[config.mk]
export PLATFORM = sky130hd
export DESIGN_NAME = ptcl_ctrl
export DESIGN_NICKNAME = d
export VERILOG_FILES = /design/src/design/ptcl_pkg.sv /design/src/design/ptcl_ctrl.sv
export SDC_FILE = /design/constraint.sdc
export NUM_CORES = 1
export LEC_CHECK = 0
export BUFFER_PORTS_ARGS = -buffer_cell sky130_fd_sc_hd__buf_4
export CORE_MARGIN = 2
export CORE_UTILIZATION = 37
export CTS_BUF_LIST = sky130_fd_sc_hd__clkbuf_4
export DETAILED_ROUTE_END_ITERATION = 12
export PLACE_DENSITY = 0.63
export RECOVER_POWER = 25
export SYNTH_ARGS = -nofsm -noshare
export SYNTH_HDL_FRONTEND = slang
export SYNTH_SLANG_ARGS = --single-unit
[constraint.sdc]
create_clock -name clock -period 1.6 [get_ports clock]
set_input_delay 0.32 -clock clock [delete_from_list [all_inputs] [get_ports clock]]
set_output_delay 0.32 -clock clock [all_outputs]
set_load 0.01 [all_outputs]
[src/design/ptcl_pkg.sv]
`default_nettype none
package ptcl_pkg;

   localparam int LEVELS          = 16;
   localparam int TILES_PER_LEVEL = 256;
   localparam int LEVEL_W         = 4;
   localparam int TILE_W          = 8;
   localparam int SLOT_W          = LEVEL_W + TILE_W;
   localparam int STAMP_W         = 32;

   typedef enum logic [1:0] {
      OP_GET_LOAD = 2'd0,
      OP_GET_SHY  = 2'd1,
      OP_GEOM     = 2'd2,
      OP_UNUSED   = 2'd3
   } op_type;

   typedef enum logic [2:0] {
      STS_HIT         = 3'd0,
      STS_MISS_LOAD   = 3'd1,
      STS_SHY_MISS    = 3'd2,
      STS_GEOM_OK     = 3'd3,
      STS_GEOM_REJECT = 3'd4,
      STS_LEVEL_UNDEF = 3'd5
   } status_type;

   typedef enum logic [2:0] {
      CSR_NUM_LEVELS   = 3'd0,
      CSR_TILE_WIDTH   = 3'd1,
      CSR_TILE_HEIGHT  = 3'd2,
      CSR_BYTES_PER_PX = 3'd3,
      CSR_MAX_RESIDENT = 3'd4
   } csr_reg_type;

   typedef enum logic [3:0] {
      S_CLEAR,
      S_IDLE,
      S_LOOKUP,
      S_DIVIDE,
      S_MULTIPLY,
      S_CHECK,
      S_PROBE_RD,
      S_PROBE,
      S_SCAN,
      S_SCAN_TAIL,
      S_EVICT,
      S_INSTALL,
      S_SWEEP,
      S_COMMIT,
      S_FINISH
   } fsm_state_type;

   typedef struct packed {
      logic capture;
      logic lookup;
      logic mul;
      logic check;
      logic probe_rd;
      logic probe;
      logic scan;
      logic evict;
      logic install;
      logic sweep;
      logic commit;
      logic clear;
      logic load_rsp;
   } cmd_type;

   typedef struct packed {
      op_type op;
      logic   lk_final;
      logic   div_done;
      logic   chk_final;
      logic   hit;
      logic   need_evict;
      logic   scan_last;
      logic   sweep_last;
      logic   clear_last;
   } sts_type;

endpackage
`default_nettype wire

[src/design/ptcl_ctrl.sv]
`default_nettype none
module ptcl_ctrl
   import ptcl_pkg::*;
(
   input  wire logic    clock,
   input  wire logic    reset,
   input  wire logic    req_valid,
   output logic         req_stall,
   output logic         rsp_valid,
   input  wire logic    rsp_stall,
   input  wire sts_type sts,
   output cmd_type      cmd
);

   fsm_state_type state_ff, state_in;
   logic          rsp_valid_ff, rsp_valid_in;
   logic          rsp_free;

   assign rsp_free  = !rsp_valid_ff || !rsp_stall;
   assign req_stall = (state_ff != S_IDLE);
   assign rsp_valid = rsp_valid_ff;

   always_comb begin
      state_in = state_ff;
      unique case (state_ff)
         S_CLEAR:     if (sts.clear_last) state_in = S_IDLE;
         S_IDLE:      if (req_valid) state_in = S_LOOKUP;
         S_LOOKUP:    state_in = sts.lk_final ? S_FINISH : S_DIVIDE;
         S_DIVIDE:    if (sts.div_done) state_in = S_MULTIPLY;
         S_MULTIPLY:  state_in = S_CHECK;
         S_CHECK: begin
            if (sts.chk_final) begin
               state_in = S_FINISH;
            end else if (sts.op == OP_GEOM) begin
               state_in = S_SWEEP;
            end else begin
               state_in = S_PROBE_RD;
            end
         end
         S_PROBE_RD:  state_in = S_PROBE;
         S_PROBE: begin
            if (sts.hit || sts.op == OP_GET_SHY) begin
               state_in = S_FINISH;
            end else if (sts.need_evict) begin
               state_in = S_SCAN;
            end else begin
               state_in = S_INSTALL;
            end
         end
         S_SCAN:      if (sts.scan_last) state_in = S_SCAN_TAIL;
         S_SCAN_TAIL: state_in = S_EVICT;
         S_EVICT:     state_in = S_INSTALL;
         S_INSTALL:   state_in = S_FINISH;
         S_SWEEP:     if (sts.sweep_last) state_in = S_COMMIT;
         S_COMMIT:    state_in = S_FINISH;
         S_FINISH:    if (rsp_free) state_in = S_IDLE;
         default:     state_in = S_IDLE;
      endcase
   end

   always_comb begin
      cmd = '0;
      unique case (state_ff)
         S_CLEAR:    cmd.clear    = 1'b1;
         S_IDLE:     cmd.capture  = req_valid;
         S_LOOKUP:   cmd.lookup   = 1'b1;
         S_MULTIPLY: cmd.mul      = 1'b1;
         S_CHECK:    cmd.check    = 1'b1;
         S_PROBE_RD: cmd.probe_rd = 1'b1;
         S_PROBE:    cmd.probe    = 1'b1;
         S_SCAN:     cmd.scan     = 1'b1;
         S_EVICT:    cmd.evict    = 1'b1;
         S_INSTALL:  cmd.install  = 1'b1;
         S_SWEEP:    cmd.sweep    = 1'b1;
         S_COMMIT:   cmd.commit   = 1'b1;
         S_FINISH:   cmd.load_rsp = rsp_free;
         default: ;
      endcase
   end

   always_comb begin
      rsp_valid_in = rsp_valid_ff;
      if (cmd.load_rsp) begin
         rsp_valid_in = 1'b1;
      end else if (!rsp_stall) begin
         rsp_valid_in = 1'b0;
      end
   end

   always_ff @(posedge clock) begin
      if (reset) begin
         state_ff     <= S_CLEAR;
         rsp_valid_ff <= 1'b0;
      end else begin
         state_ff     <= state_in;
         rsp_valid_ff <= rsp_valid_in;
      end
   end

`ifndef ASSERT_OFF
   a_finish_delivers: assert property (@(posedge clock) disable iff (reset)
      (state_ff == S_FINISH && !rsp_valid_ff) |=> rsp_valid_ff)
      else $error("finished request not presented");
`endif

endmodule
`default_nettype wire

* After elaboration in Yosys (flattened, before gate mapping) *
Cells that the tools add are included.

cells by class
  eq/ne operators = 24
  mux-type cells = 27
  reductions and logical operators = 7

operators with widths
  cell                                                              number
  4-bit case mux with 14 select lines                               1
  4-bit two-way mux                                                 9
  4-bit == test (second input constant)                             7
  4-bit by 3-bit == test with 1-bit output (second input constant)  4
  1-bit two-way mux                                                 15
  2-bit != test (second input constant)                             6
  4-bit by 2-bit == test with 1-bit output (second input constant)  2
  6-bit AND reduction                                               1
  4-bit by 1-bit == test with 1-bit output (second input constant)  1
  4-bit zero test                                                   1
  4-bit by 1-bit != test with 1-bit output (second input constant)  1
  3-bit two-way mux                                                 1
  2-bit by 1-bit == test with 1-bit output (second input constant)  1
  2-bit == test (second input constant)                             1
  1-bit zero test                                                   2
  1-bit logical OR                                                  2
  2-bit two-way mux                                                 1
  2-bit by 1-bit != test with 1-bit output (second input constant)  1
  2-bit OR reduction                                                1

word-level totals
  flip-flop bits (word level) = 5
  output and inout bits = 15

* Longest topological paths before layout *
Gate-level depths: netlist of run 1.

  depth after elaboration = 4
  depth in mapped cells = 6
  mapped depth without buffers = 4

* Least setup slack after synthesis of run 1 *
Ideal clock, no wire load.

  path kind = flip-flop to output port
  start point = register state_ff[3]
  end point = output cmd[6] (netlist bit)
  data arrival time = 1.078 ns
  path slack = 0.202 ns
  stages on the path, launching flop included = 5
  path buffers = 2
  cell sequence = dfxtp_1 -> buf_6 -> clkbuf_1 -> nand2b_1 -> nor3_1

RTL lines
  item                      RTL line         source
  start: declaration        ptcl_ctrl.sv:15  fsm_state_type state_ff, state_in;
  start signal: assignment  ptcl_ctrl.sv:95  state_ff <= state_in;
  end: declaration          ptcl_ctrl.sv:12  output cmd_type cmd

==> results of run 1 <==
-- logic make-up after synthesis --
logic type             Yosys count
AO/OA/AOI/OAI                   24
AND/OR/NAND/NOR                 38
flip-flops                       5
buffers and inverters           11
-- flip-flops by register name, summed over array words and instances (netlist names) --
| register | cells |
|---|---|
| rsp_valid | 1 |
| state_ff | 4 |
-- worst max-delay path by stage --
stage / start / end / slack [ps] / cells after the start
after floorplan: state_ff[3]$_SDFFE_PP0P_ / cmd[6] / 200 / 4
after global placement: state_ff[1]$_SDFFE_PP0P_ / state_ff[0]$_SDFFE_PP0P_ / 10 / 4
after detailed placement: state_ff[1]$_SDFFE_PP0P_ / state_ff[3]$_SDFFE_PP0P_ / 20 / 4
after CTS: state_ff[1]$_SDFFE_PP0P_ / cmd[12] / 5 / 4
after global routing: state_ff[3]$_SDFFE_PP0P_ / cmd[1] / -50 / 3
final: state_ff[0]$_SDFFE_PP0P_ / cmd[6] / 40 / 4
-- area by class of cell --
type                            instances  area share (%)
Tap cell                               16            2.17
Inverter                                3            1.22
Timing Repair Buffer                   39            31.4
Clock buffer                            4            3.26
Multi-Input combinational cell         62            49.5
Sequential cell                         5            12.5
-- layer usage --
layer / up-vias / track usage, %
met5: - / 0
met4: 0 / 5.45
met3: 2 / 2.45
met2: 34 / 33.8
li1: 370 / -
met1: 332 / 27.6
-- timing repair --
item | 4_1_cts | 5_1_grt
buffers inserted | 0 | 2
endpoints found under the setup margin | 14 | 11
pin swaps | 1 | 0
resized for setup | 7 | 6
hold endpoints to repair | 0 | 0
-- stage by stage --
step                util [%]  instance area, um2  hold WS [ps]  worst slack [ps]
floorplan                  -                 599           389               202
global placement        55.7                 840           504              10.1
detailed placement      55.7                 840           508              15.5
CTS                     59.1                 890           284              4.81
global route            61.1                 921           277             -50.4
finish                  61.1                 921           284              40.2
-- power groups by stage --
stage | clock network [mW] | logic (mW) | registers, mW
floorplan | 0 | 0.547 | 0.168
global placement | 0 | 0.706 | 0.251
detailed placement | 0 | 0.709 | 0.253
CTS | 0.167 | 0.724 | 0.261
global route | 0.181 | 0.829 | 0.276
finish | 0.166 | 0.761 | 0.265
-- placed cells by master, fill, tap and decap left out, types with 3 or more instances in the layout --
cell type,count
a211oi_1,3
a21oi_1,3
buf_4,38
clkbuf_4,4
dfxtp_4,4
nand2_1,6
nand2b_4,3
nand3_1,3
nor2_1,8
nor3_2,3
-- synth_stat cells (all sizes together) --
master	instances
a31oi	2
o21a	1
buf	6
nor2b	1
o311ai	1
a31o	1
a21oi	3
a21boi	1
nor3	5
a2111oi	1
nand3	3
o32a	1
o311a	1
a311o	1
o221ai	1
nand4b	1
nand2	6
nor4b	1
a211oi	3
and4bb	2
and3	2
and2b	2
nand2b	5
dfxtp	5
nor2	9
o21ai	2
o21bai	1
o32ai	1
nor4	1
a311oi	1
inv	3
clkbuf	2
a211o	2
==> results by group, run 1 <==
STA
  • Clk_skew: around 1.7 ps
  • Setup TNS: 0 ps
  • Final worst path period need: around 1600 ps
  • Worst slew margin: slightly below 80%
  • Final setup fails: 0
  • Hold Vio Cnt, Final: 0
  • Tcrit/Tclk final: 97.5%
  • RSZ-0062 raised after global routing: yes
  • Maximum clock frequency: between 600 and 700 MHz
  • Slew @ Worst Pin: 333 ps
  • Slew Limit Fails: 0

Place
  • Port bufs: 28
  • Routability cong.: 0.806
  • # placed instances: 123
  • Dpl hpwl: 1360 um

Synth
  • Largest family of logic cells by synthesized area: simple AND/OR/NAND/NOR gates
  • Synth Area in XOR/XNOR: 0%
  • Mapped Nets: 92
  • Post-Syn Instances: roughly 80
  • Adder-Cell Fraction of Synth Area: 0%
  • Ranking of synthesized cells by area: dfxtp_1 (17%), nor2_1 (5.6%), nand2b_4 (4.6%)
  • Simple-gate share of the synthesized area: 37.6%
  • Post-synthesis sequential area ratio: 16.7%
  • Ys Warns: 0
  • Post-synth top area share: 16.7%
  • Yosys reg bits: 5
  • Mux cell area share after synthesis: 0%
  • Syn Area/Cell: approximately 7.7 um2
  • Count of different cell masters after synthesis: 37
  • Fraction of the mapped netlist area in compound gates: 34.2%
  • Largest area contributor in the netlist: dfxtp_1
  • Post-synthesis cell area: 599 um2

Critical path
  • Top cell family by delay on the critical path: flip-flops
  • Max stage delay cell, worst path: dfxtp_4
  • Kind of critical path: reg -> out
  • CP required: 1280 ps
  • Crit path arrival time: 1240 ps
  • Worst reg2reg path depth: 5
  • R2R Path End: state_ff[0]$_SDFFE_PP0P_
  • Flop2flop setup slack: approximately 60 ps
  • Buf+Inv Stages, Crit Path: 2
  • Worst r2r src: state_ff[1]$_SDFFE_PP0P_
  • CP peak stage delay: 380 ps
  • Cell mode on critical path: buf_4
  • Critical path startpoint category: flip-flop
  • Crit path max fanout: 9
  • Critical Path End Type: output port
  • CP Cell Sequence: buf_4 > nand2b_1 > nor3_2 > buf_4

Die
  • Cell Rows: 14
  • Die area: just under 2000 um2
  • Core Box Area: 1510 um2
  • Die width: around 44 um
  • Ports: 29
  • Die Y: 44.2 um
  • Initial Util: 39.8%

Clocking
  • Clock transition at path regs: 50 ps
  • CTS tree: done
  • Clk root buf: clkbuf_4
  • H-tree Lvls: 1
  • Inserted Clock Buffers: 3
  • CTS max path bufs: 2
  • Clk sink count: 5
  • Post-CTS Hold Buffers: 0
  • Clock latency on the worst-skew pair: between 200 and 250 ps

Layout
  • Antenna Cells: 0
  • Nets: 128
  • Multi-input logic area: roughly 460 um2
  • Layout cells sized above 1: 53.1%
  • Register area: between 100 and 150 um2
  • Area Overhead vs Synth: 53.7%
  • Filler cell count: 140
  • Final Instance Count excl. Fillers: approximately 130

Hold path
  • Hold WC Path Type: in -> reg
  • Hold Crit Start: reset
  • WHS Endpoint: rsp_valid$_SDFFE_PP0P_
  • Hold path depth: 2

Detailed routing
  • Vias: 738
  • Residual DRC count: 0
  • Met2 wire len: 824 um
  • Initial DRC count: 20
  • WL final: 1810 um
  • Via density: 5.72
  • Met1 WL: 854 um
  • Routed met3 length: 123 um
  • Drt first pass iters: 4
  • Top routing layer used: met4
  • DRT antenna net count: 0
  • DR WL/cell: ~14 um

Power
  • Leak pwr: 0.388 nW
  • Switching share of power: between 40% and 50%
  • PwrDens: approximately 1300 nW/um2
  • Cell-internal power: roughly 0.7 mW
  • Logic pwr share: 63.8%
  • P_sw: 0.503 mW
  • Flop pwr share: 22.2%
  • Pwr Total: about 1.2 mW
  • Clock Power Share: 13.9%
  • Peak supply drop: 0.000667 V

GRT
  • Grt ovf: 0
  • Largest net degree at the start of global routing: 14
  • GRT Util Overall: 20.3%
  • First-pass GRT wire length: approximately 3000 um
  • Initial antenna violation count: 0
  • Number of global-route vias before repair: 681

Outcome
  • Status: completed

Run
  • Max-Cap Viols: 0
Power figures use the tool's default switching activity.
==> run 2: changes to the inputs <==
- ABC_AREA: not set -> 1
- BUFFER_PORTS_ARGS: -buffer_cell sky130_fd_sc_hd__buf_4 -> -buffer_cell sky130_fd_sc_hd__buf_2
- PLACE_DENSITY: 0.63 -> 0.64
==> run 2 against run 1 <==
Net effect: non-clock buffer count down 11; flip-flop and latch count did not move; clock skew barely moved; routed wire length is 9.3% lower; maximum frequency increased by 3.0%; cell count grew 29%; clock-buffer cell count unchanged; critical path depth increased by 1; synthesized area shrank 2.7%; final area shrank 15%; setup slack better by 46 ps; hold slack better by 24 ps; critical endpoint is now cmd[12]; highest routed layer is now met3.
==> results by group, run 2 <==
Synth
  • Post-Syn Instances: 120
  • Mapped Nets: 134
  • Ys Warns: 0
  • Count of different cell masters after synthesis: 15
  • Post-synthesis cell area: a little under 600 um2
  • FFs w/ async S/R, synth: 0%
  • Synth cell count leaders: nand2_1 (39), nor2_1 (25), inv_1 (22), nand3_1 (8)
  • Yosys reg bits: 5
  • Largest area contributor in the netlist: nand2_1
  • Post-synth EDFFs: 0
  • Top FF cell, synth: dfxtp_1
  • Most common cell in the netlist: nand2_1
  • Ranking of synthesized cells by area: nand2_1 (25%), dfxtp_1 (17%), nor2_1 (16%)
  • Syn Area/Cell: between 4 and 5 um2
  • Post-synth top area share: 25.1%
  • Post-synthesis sequential area ratio: 17.2%

Layout
  • Commonest cells after routing, fill and taps aside: nand2_1 (38), buf_2 (27), nor2_1 (23), inv_1 (22), nand3_1 (8)
  • Most common cell after layout, fill and taps aside: nand2_1
  • Layout cells sized above 1: 30.5%
  • Most flops, register: state_ff
  • Filler cell count: 162
  • Register area: 108 um2
  • Multi-input logic area: 398 um2
  • Antenna Cells: 0
  • Nets: around 170
  • Largest register FFs: 4
  • Area Overhead vs Synth: 34.5%

Critical path
  • CP peak stage delay: approximately 380 ps
  • Critical path startpoint category: flip-flop
  • Worst reg2reg path depth: 9
  • Critical Path End Type: output port
  • Kind of critical path: reg -> out
  • R2R Path End: state_ff[2]$_SDFFE_PP0P_
  • Crit path max fanout: 6
  • Worst r2r src: state_ff[2]$_SDFFE_PP0P_
  • CP required: 1280 ps
  • CP Cell Sequence: inv_1 > nor2_2 > nand2_2 > nor2_1 > buf_2
  • Max stage delay cell, worst path: dfxtp_2
  • Flop2flop setup slack: 230 ps
  • Crit path arrival time: 1190 ps

GRT
  • GRT met1 Usage: 28.2%
  • First-pass GRT wire length: 2770 um
  • Initial antenna violation count: 0
  • Met2 usage: ~30%
  • Number of global-route vias before repair: 649
  • Grt ovf: 0
  • Met3 Usage GRT: ~2.5%
  • Most Crowded Layer GR: met2
  • Largest net degree at the start of global routing: 8
  • GRT Util Overall: a little under a fifth

STA
  • RSZ-0062 raised after global routing: no
  • Slew @ Worst Pin: 323 ps
  • Final worst path period need: 1510 ps
  • Tcrit/Tclk final: 94.6%
  • Worst Slack Setup Final: 86.4 ps
  • Worst slew margin: between 70% and 80%
  • Hold Vio Cnt, Final: 0
  • Final setup fails: 0
  • Maximum clock frequency: 661 MHz
  • Slew Limit Fails: 0
  • Clk_skew: 2.04 ps
  • Setup TNS: 0 ps

Detailed routing
  • Residual DRC count: 0
  • DR WL/cell: 9.83 um
  • DRT antenna net count: 0
  • Via density: 4.59
  • WL final: 1640 um
  • Vias: 767
  • Initial DRC count: 18
  • Drt first pass iters: 4

Clocking
  • Clk root buf: clkbuf_4
  • Clock latency on the worst-skew pair: about 240 ps
  • CTS tree: done
  • Clk sink count: 5
  • Inserted Clock Buffers: 3
  • Clock transition at path regs: 40 ps
  • H-tree Lvls: 1
  • CTS max path bufs: 2

Power
  • Flop pwr share: 21.9%
  • Clock Power Share: 14.5%
  • Switching share of power: 52.2%
  • Leak pwr: 0.508 nW
  • P_sw: 0.573 mW
  • PwrDens: 1400 nW/um2
  • Cell-internal power: ~0.52 mW
  • Logic pwr share: 63.6%
  • Peak supply drop: approximately 0.00073 V

Place
  • Dpl hpwl: 1400 um
  • Routability cong.: 0.846
  • Port bufs: 28
  • Setup Slack @ Placement: 198 ps

Die
  • Die width: 43.7 um
  • Die area: 1910 um2
  • Initial Util: approximately two fifths
  • Die Y: 43.7 um
  • Cell Rows: 14
  • Ports: 29
  • Core Box Area: 1490 um2

Hold path
  • WHS Endpoint: state_ff[2]$_SDFFE_PP0P_
  • Hold Crit Start: reset
  • Hold WC Path Type: in -> reg
  • Hold path depth: 2

Outcome
  • Status: completed

Run
  • Max-Cap Viols: 0
## run 2: worst max path at each step
stage / cells after the start / to / startpoint / slack, ps
2_1_floorplan: 7 / state_ff[3]$_SDFFE_PP0P_ / state_ff[0]$_SDFFE_PP0P_ / 340
4_1_cts: 4 / cmd[12] / state_ff[3]$_SDFFE_PP0P_ / 10
3_3_place_gp: 9 / state_ff[2]$_SDFFE_PP0P_ / state_ff[2]$_SDFFE_PP0P_ / 170
5_1_grt: 5 / cmd[0] / state_ff[3]$_SDFFE_PP0P_ / 9
3_5_place_dp: 9 / state_ff[2]$_SDFFE_PP0P_ / state_ff[2]$_SDFFE_PP0P_ / 200
6_report: 5 / cmd[12] / state_ff[0]$_SDFFE_PP0P_ / 90
## run 2: area by class of cell
cell class | count | area share, %
Multi-Input combinational cell | 90 | 50.7
Timing Repair Buffer | 28 | 17.7
Sequential cell | 5 | 13.7
Inverter | 24 | 11.5
Clock buffer | 4 | 3.83
Tap cell | 16 | 2.55
## run 2: what timing repair did
| item | CTS | global route |
|---|---|---|
| setup endpoints to repair | 3 | 5 |
| hold buffers | 0 | 0 |
| buffers inserted | 0 | 0 |
| gates cloned | 0 | 0 |
| gates resized for setup | 4 | 5 |
## run 2: stage by stage
stage | area, um2 | utilization [%] | hold slack [ps] | total power, mW | instances
floorplan | 583 | - | 389 | 0.695 | 120
detailed placement | 736 | 49.4 | 479 | 0.898 | 163
global route | 785 | 52.7 | 318 | 1.22 | 167
CTS | 773 | 51.9 | 308 | 1.08 | 167
finish | 785 | 52.7 | 308 | 1.10 | 167
global placement | 736 | 49.4 | 470 | 0.899 | 163
## run 2: power groups by stage
stage / Combinational [mW] / Clock (mW) / Sequential (mW)
6_report: 0.697 / 0.159 / 0.240
5_1_grt: 0.796 / 0.174 / 0.248
4_1_cts: 0.691 / 0.165 / 0.226
3_5_place_dp: 0.680 / 0 / 0.218
3_3_place_gp: 0.682 / 0 / 0.217
2_1_floorplan: 0.488 / 0 / 0.207
## run 2: metal layers
metal / routed length (um) / up-vias
li1: - / 420
met2: 702 / 33
met3: 135 / 0
met5: 0 / -
met1: 804 / 314
met4: 0 / 0
## run 2: kinds of logic (layout without fill, tap and decap cells)
| group | Yosys count | after routing | share of synthesized area, % |
|---|---|---|---|
| AND/OR/NAND/NOR | 81 | 81 | 57.3 |
| buffers and inverters | 25 | 56 | 16.7 |
| AO/OA/AOI/OAI | 9 | 9 | 8.80 |
| flip-flops | 5 | 5 | 17.2 |
## run 2: critical path: cells and delay by family, from the launching register on
kind | cells | cell delay [ps]
buf+inv | 2 | 220
flops | 1 | 380
simple gates | 3 | 350
